**config.mk**
```make
export PLATFORM = sky130hd
export DESIGN_NAME = ppack_cfg
export DESIGN_NICKNAME = d
export VERILOG_FILES = /design/src/rtl/core/ppack_pkg.sv /design/src/rtl/core/ppack_cfg.sv
export SDC_FILE = /design/constraint.sdc
export NUM_CORES = 1
export LEC_CHECK = 0
export BUFFER_PORTS_ARGS = -buffer_cell sky130_fd_sc_hd__buf_4
export CORE_UTILIZATION = 30
export DETAILED_ROUTE_END_ITERATION = 8
export HOLD_SLACK_MARGIN = 0.08
export SLEW_MARGIN = 20
export SYNTH_ARGS = -nofsm -noshare
export SYNTH_HDL_FRONTEND = slang
export SYNTH_SLANG_ARGS = --single-unit
export TNS_END_PERCENT = 100
```
**constraint.sdc**
```tcl
create_clock -name aclk -period 4.6 [get_ports aclk]
set_clock_uncertainty 0.05 [all_clocks]
set_input_delay 0.92 -clock aclk [delete_from_list [all_inputs] [get_ports aclk]]
set_output_delay 0.92 -clock aclk [all_outputs]
set_load 0.01 [all_outputs]
```
**src/rtl/core/ppack_pkg.sv**
```systemverilog
`timescale 1ns / 1ps
// ----------------------------------------------------------------------------
// ppack_pkg
// Shared types, codes and reset values of the palette pixel packer.
// ----------------------------------------------------------------------------
package ppack_pkg;

    localparam int CHAN_BITS       = 8;
    localparam int MASK_W          = 16;
    localparam int PIX_W           = 16;
    localparam int CFG_IDX_W       = 2;
    localparam int CFG_DATA_W      = 16;
    localparam int PALETTE_ENTRIES = 256;
    localparam int OUT_WIDTH       = 16;

    localparam int LSB_W = $clog2(MASK_W);
    localparam int CNT_W = $clog2(MASK_W + 1);
    localparam int RSH_W = $clog2(CHAN_BITS + 1);

    // register indexes on the configuration port
    localparam logic [CFG_IDX_W-1:0] REG_RED_MASK    = 2'd0;
    localparam logic [CFG_IDX_W-1:0] REG_GREEN_MASK  = 2'd1;
    localparam logic [CFG_IDX_W-1:0] REG_BLUE_MASK   = 2'd2;
    localparam logic [CFG_IDX_W-1:0] REG_SOURCE_MODE = 2'd3;

    localparam logic [MASK_W-1:0] RED_MASK_RST   = 16'hF800;
    localparam logic [MASK_W-1:0] GREEN_MASK_RST = 16'h07E0;
    localparam logic [MASK_W-1:0] BLUE_MASK_RST  = 16'h001F;

    localparam logic CMD_WRITE   = 1'b0;
    localparam logic CMD_CONVERT = 1'b1;

    localparam logic MODE_INDEXED = 1'b0;
    localparam logic MODE_DIRECT  = 1'b1;

    typedef struct packed {
        logic [CHAN_BITS-1:0] r;
        logic [CHAN_BITS-1:0] g;
        logic [CHAN_BITS-1:0] b;
    } rgb_t;

    // decoded placement of one channel
    typedef struct packed {
        logic [RSH_W-1:0] rsh;
        logic [LSB_W-1:0] lsb;
    } chan_cfg_t;

    typedef struct packed {
        logic valid;
        logic use_palette;
        logic zero;
    } s1_ctl_t;

endpackage

```
**src/rtl/core/ppack_cfg.sv**
```systemverilog
`timescale 1ns / 1ps
// ----------------------------------------------------------------------------
// ppack_cfg
// Configuration registers and registered decode of the three channel masks.
// ----------------------------------------------------------------------------
module ppack_cfg (
    input  logic                               aclk,
    input  logic                               aresetn,
    input  logic                               cfg_wr_en,
    input  logic [ppack_pkg::CFG_IDX_W-1:0]    cfg_index,
    input  logic [ppack_pkg::CFG_DATA_W-1:0]   cfg_wr_data,
    output ppack_pkg::chan_cfg_t               red_cfg,
    output ppack_pkg::chan_cfg_t               green_cfg,
    output ppack_pkg::chan_cfg_t               blue_cfg,
    output logic                               source_mode
);

    logic [ppack_pkg::MASK_W-1:0] red_mask_reg;
    logic [ppack_pkg::MASK_W-1:0] green_mask_reg;
    logic [ppack_pkg::MASK_W-1:0] blue_mask_reg;
    logic                         source_mode_reg;

    ppack_pkg::chan_cfg_t red_cfg_reg, green_cfg_reg, blue_cfg_reg;
    ppack_pkg::chan_cfg_t red_cfg_next, green_cfg_next, blue_cfg_next;

    function automatic ppack_pkg::chan_cfg_t decode_mask(
        input logic [ppack_pkg::MASK_W-1:0] mask
    );
        logic [ppack_pkg::CNT_W-1:0] cnt;
        logic [ppack_pkg::RSH_W-1:0] n;
        ppack_pkg::chan_cfg_t        d;
        cnt   = '0;
        d.lsb = '0;
        for (int i = 0; i < ppack_pkg::MASK_W; i++) begin
            cnt = cnt + ppack_pkg::CNT_W'(mask[i]);
        end
        // scan downward so the lowest set bit wins
        for (int i = ppack_pkg::MASK_W - 1; i >= 0; i--) begin
            if (mask[i]) begin
                d.lsb = ppack_pkg::LSB_W'(i);
            end
        end
        if (cnt > ppack_pkg::CNT_W'(ppack_pkg::CHAN_BITS)) begin
            n = ppack_pkg::RSH_W'(ppack_pkg::CHAN_BITS);
        end else begin
            n = ppack_pkg::RSH_W'(cnt);
        end
        // an empty mask shifts the whole channel out
        d.rsh = ppack_pkg::RSH_W'(ppack_pkg::CHAN_BITS) - n;
        return d;
    endfunction

    always_comb begin
        red_cfg_next   = decode_mask(red_mask_reg);
        green_cfg_next = decode_mask(green_mask_reg);
        blue_cfg_next  = decode_mask(blue_mask_reg);
    end

    always_ff @(posedge aclk) begin
        if (!aresetn) begin
            red_mask_reg    <= ppack_pkg::RED_MASK_RST;
            green_mask_reg  <= ppack_pkg::GREEN_MASK_RST;
            blue_mask_reg   <= ppack_pkg::BLUE_MASK_RST;
            source_mode_reg <= ppack_pkg::MODE_INDEXED;
        end else if (cfg_wr_en) begin
            case (cfg_index)
                ppack_pkg::REG_RED_MASK:    red_mask_reg    <= cfg_wr_data;
                ppack_pkg::REG_GREEN_MASK:  green_mask_reg  <= cfg_wr_data;
                ppack_pkg::REG_BLUE_MASK:   blue_mask_reg   <= cfg_wr_data;
                ppack_pkg::REG_SOURCE_MODE: source_mode_reg <= cfg_wr_data[0];
                default: ;
            endcase
        end
    end

    always_ff @(posedge aclk) begin
        red_cfg_reg   <= red_cfg_next;
        green_cfg_reg <= green_cfg_next;
        blue_cfg_reg  <= blue_cfg_next;
    end

    assign red_cfg     = red_cfg_reg;
    assign green_cfg   = green_cfg_reg;
    assign blue_cfg    = blue_cfg_reg;
    assign source_mode = source_mode_reg;

endmodule

```
Word-level counts from Yosys, hierarchy flattened
Index checks and enable logic that the tools add are counted.
W data, S select, Z words.

operators by class
  add/subtract/negate cells = 48
  $lt $le $gt $ge = 3
  equal/unequal tests = 3
  multiplexer cells = 48
  reduce and logical (&&, ||, !) cells = 14

operator list
  operator               number
  $add A5 B1 Y5          33
  $mux W4                27
  $mux W3                12
  $reduce_or A8 Y1       3
  $add A4 B1 Y5          3
  $gt A5 B4 Y1 const B   3
  $add A3 B1 Y4          3
  $mux W2                6
  $reduce_or A4 Y1       3
  $sub A4 B4 Y4 const A  3
  $add A2 B1 Y3          3
  $reduce_and A2 Y1      4
  $add A1 B1 Y2          3
  $reduce_or A2 Y1       3
  $eq A2 B2 Y1 const B   2
  $mux W1                3
  $eq A2 B1 Y1 const B   1
  $logic_not A2 Y1       1

word-level totals
  flip-flop bits (word level) = 73
  bits of input ports = 21
  output and inout port bits = 25
  word-level logic and storage cells = 135

Logic depth before layout (Yosys ltp)
  depth after elaboration = 18
  depth in mapped cells = 17
  mapped depth without buffers = 17

Worst setup path before layout
Ideal clock, no wire load.

  path kind = reg-to-reg
  from = reg red_mask_reg[0] in the netlist's numbering
  to = reg red_cfg_reg, in the netlist red_cfg[6]
  setup time = 0.119 ns
  arrival time = 3.990 ns
  required time = 4.431 ns
  path slack = 0.441 ns
  stages on the path, launching flop included = 18
  path buffers = 0
  clock period less this slack = 4.159 ns
  path through = dfxtp_1 > inv_1 > fa_1 > inv_1 > fa_1 > fa_1 > inv_1 > fa_1 > inv_1 > ha_1 > inv_1 > fa_1 > xor2_1 > and3b_1 > o21ai_1 > a21o_1 > ha_1 > xnor2_1

RTL lines
  item                    RTL line         RTL
  from (decl)             ppack_cfg.sv:18  logic [ppack_pkg::MASK_W-1:0] red_mask_reg;
  from (signal assigned)  ppack_cfg.sv:61  red_mask_reg <= ppack_pkg::RED_MASK_RST;
  from (signal assigned)  ppack_cfg.sv:67  ppack_pkg::REG_RED_MASK: red_mask_reg <= cfg_wr_data;
  to (signal assigned)    ppack_cfg.sv:77  red_cfg_reg <= red_cfg_next;
  to (decl)               ppack_cfg.sv:23  ppack_pkg::chan_cfg_t red_cfg_reg, green_cfg_reg, blue_cfg_reg;

==> metrics.md <==
| Metric | Value |
|---|---|
| Placement Rows | `42` |
| CP startpoint | `red_mask_reg[0]$_SDFFE_PN0P_` |
| Maximum vdd drop | `173 µV` |
| Net Sw Frac | `30.3%` |
| Slew headroom | `49.0%` |
| # setup viols final | `0` |
| Synth Warn # | `0` |
| WL met3 | `386 µm` |
| Worst setup SP type | `flip-flop` |
| Post-synth EDFFs | `0` |
| Iteration-0 DRC Markers | `221` |
| Worst R2R Start | `red_mask_reg[0]$_SDFFE_PN0P_` |
| Post-DR wirelength/cell | `13.4 µm` |
| Hold slack | `0.362 ns` |
| Sequential-to-total area share from yosys stat | `34.8%` |
| M1 WL | `4250 µm` |
| Max cap viols | `0` |
| TritonRoute pass-1 iters | `4` |
| Critical path required time | `4.78 ns` |
| IO buf count | `45` |
| Clock transition at path regs | `0.06 ns` |
| Design area | `4990 µm²` |
| Switching power | `0.000665 W` |
| Cell Pwr Density | `439 nW/µm²` |
| Die height | `120 µm` |
| Post-synth net total | `549` |
| Clock Tree Buf Depth | `2` |
| CTS tree | `yes` |
| Synth Flop Type | `dfxtp_1` |
| Post-placement cell area | `4680 µm²` |
| DR top layer | `met4` |
| FMAX | `229 MHz` |
| Grt ovf | `0` |
| Combinational share of power | `31.7%` |
| Ant. Diodes | `0` |
| Flops & latches, synth | `73` |
| Vias in the first global route | `3289` |
| Hold Path Class | `flip-flop to flip-flop` |
| Total wire length | `9360 µm` |
| Slew @ Worst Pin | `0.764 ns` |
| H-tree depth | `3` |
| Final Cycle Share | `94.8%` |
| CTS Buf Count | `9` |
| Setup crit end kind | `flip-flop` |
| Fin. Hold Viols | `0` |
| GRT Total Usage | `13.9%` |
| Largest net degree at the start of global routing | `50` |
| Setup Crit Path Kind | `flip-flop to flip-flop` |
| Hold path depth | `1` |
| DR vias/cell | `4.78` |
| WP data arrival | `4.54 ns` |
| Sink Count | `73` |
| Post-CTS Setup Inserts | `0` |
| Die footprint | `14500 µm²` |
| Clock Tree Root | `clkbuf_16` |
| Hold path startpoint | `blue_mask_reg[0]$_SDFFE_PN1P_` |
| IO Count | `46` |
| Area delta synth->final | `18.7%` |
| Global-route wire length before repair | `15500 µm` |
| Pre-CTS WS | `0.228 ns` |
| Post-CTS Resized | `0` |
| Residual DRC | `0` |
| Cell area after synthesis | `4200 µm²` |
| Chip width | `120 µm` |
| Min setup slack post-route | `0.241 ns` |
| NumNets Final | `591` |
| Clock network power share | `33.9%` |
| Met2 WL post-DR | `4470 µm` |
| Worst skew pair latency | `0.34 ns` |
| Ys async rst share | `0%` |
| Slew Limit Fails | `0` |
| Tmin final | `4.36 ns` |
| Synth cell types | `50` |
| Static Leak | `2.19 nW` |
| Vias | `3346` |
| RSZ-0062 raised after global routing | `false` |
| Synthesized instance count | `477` |
| Status | `finished, final reports clean` |
| Final GP Congestion | `0.855` |
| Core area | `13500 µm²` |
| Mapped Avg Cell Area | `8.81 µm²` |
| Share of cells above drive strength 1 | `13.2%` |
| Internal | `0.00153 W` |
| Hpwl dp | `7360 µm` |
| Post-CTS Hold Fix Bufs | `0` |
| Reg2Reg Depth | `17` |
| Starting Density | `31.3%` |
| Detail Route Antenna Nets | `0` |
| Fin Setup TNS | `0 ns` |
| Share of power burned in registers | `34.4%` |
| Antenna violations before repair | `0` |
| CP max FO | `3` |
power by group through the flow:
stage               Clock (W)  Combinational, W  Sequential [W]
detailed placement          0          0.000708        0.000768
global placement            0          0.000679        0.000766
finish               0.000743          0.000695        0.000754
CTS                  0.000757          0.000711        0.000754
floorplan                   0          0.000457        0.000795
global route         0.000787          0.000801        0.000763
Yosys cell counts (all sizes together), types with 2 or more instances:
| library cell | n | share of area [%] |
|---|---|---|
| nor3 | 2 | 0.24 |
| o211ai | 10 | 1.8 |
| nor3b | 2 | 0.63 |
| a21o | 7 | 1.2 |
| and3b | 2 | 0.42 |
| o221ai | 3 | 0.63 |
| buf | 9 | 1.6 |
| a211oi | 8 | 1.5 |
| and4b | 3 | 0.71 |
| o21ai | 9 | 1.1 |
| clkbuf | 5 | 0.45 |
| fa | 30 | 14 |
| a21boi | 32 | 5.9 |
| ha | 21 | 6.2 |
| xor2 | 5 | 1.0 |
| nor4 | 10 | 1.5 |
| nand2 | 96 | 8.7 |
| nand2b | 8 | 1.2 |
| o31ai | 2 | 0.36 |
| a31oi | 3 | 0.45 |
| nand4 | 3 | 0.45 |
| inv | 71 | 6.3 |
| dfxtp | 73 | 35 |
| nand3 | 12 | 1.4 |
| a21oi | 14 | 1.8 |
| nor2 | 18 | 1.6 |
| and2 | 4 | 0.60 |
| o41ai | 2 | 0.42 |
layer usage:
metal / up-vias / GRT usage [%]
met2: 67 / 22.6
met5: - / 0
met4: 0 / 7.25
met1: 1602 / 16.8
met3: 19 / 3.44
li1: 1658 / -
path summary, 6_finish.rpt:
check,to,slack (ns)
worst max register to register,red_cfg[6]$_DFF_P_,0.24
worst max-delay path,red_cfg[6]$_DFF_P_,0.24
worst min register to register,blue_cfg[0]$_SDFF_PP0_,0.36
worst min-delay path,blue_cfg[0]$_SDFF_PP0_,0.36
logic make-up (layout without fill, tap and decap cells):
logic type	Yosys count	in the layout	share of synthesized area, %
simple gates	166	166	18.5
compound gates	95	95	16.3
buf+inv	85	132	8.42
flops	73	73	34.8
fa+ha+maj	51	51	20.5
xor+xnor	6	6	1.25
mux	1	1	0.238
critical path, cell delays in order (launching register included):
cell,delay [ns]
dfxtp_1,0.35
inv_1,0.08
fa_1,0.53
inv_1,0.06
fa_1,0.47
fa_1,0.51
inv_1,0.05
fa_1,0.42
inv_1,0.06
ha_1,0.16
inv_1,0.05
fa_1,0.42
xor2_1,0.25
and3b_1,0.23
o21ai_1,0.08
a21o_1,0.19
ha_1,0.18
xnor2_1,0.12
per-stage QoR:
stage	total power, W	std cells	utilization [%]
after CTS	0.00222	700	37.1
final	0.00219	700	37.1
after floorplan	0.00125	477	-
after detailed placement	0.00148	684	34.8
after global placement	0.00144	684	34.7
after global routing	0.00235	700	37.1
cell type report:
class,count,area (µm²)
clock inverters,6,82.6
fillers,1391,8460
inverters,71,267
well taps,176,220
clock buffers,10,229
repair buffers,45,338
multi-input cells,319,2390
flip-flops and latches,73,1460
placed cells by master, fill, tap and decap left out, drive strengths merged, types with 4 or more instances in the layout:
master,netlist,final
a211oi,8,8
a21boi,32,32
a21o,7,7
a21oi,14,14
and2,4,4
buf,9,45
clkbuf,5,10
dfxtp,73,73
fa,30,30
ha,21,21
inv,71,71
nand2,96,96
nand2b,8,8
nand3,12,12
nor2,18,18
nor4,10,10
o211ai,10,10
o21ai,9,9
xor2,5,5
No activity file was read; power rests on OpenSTA's default activity.
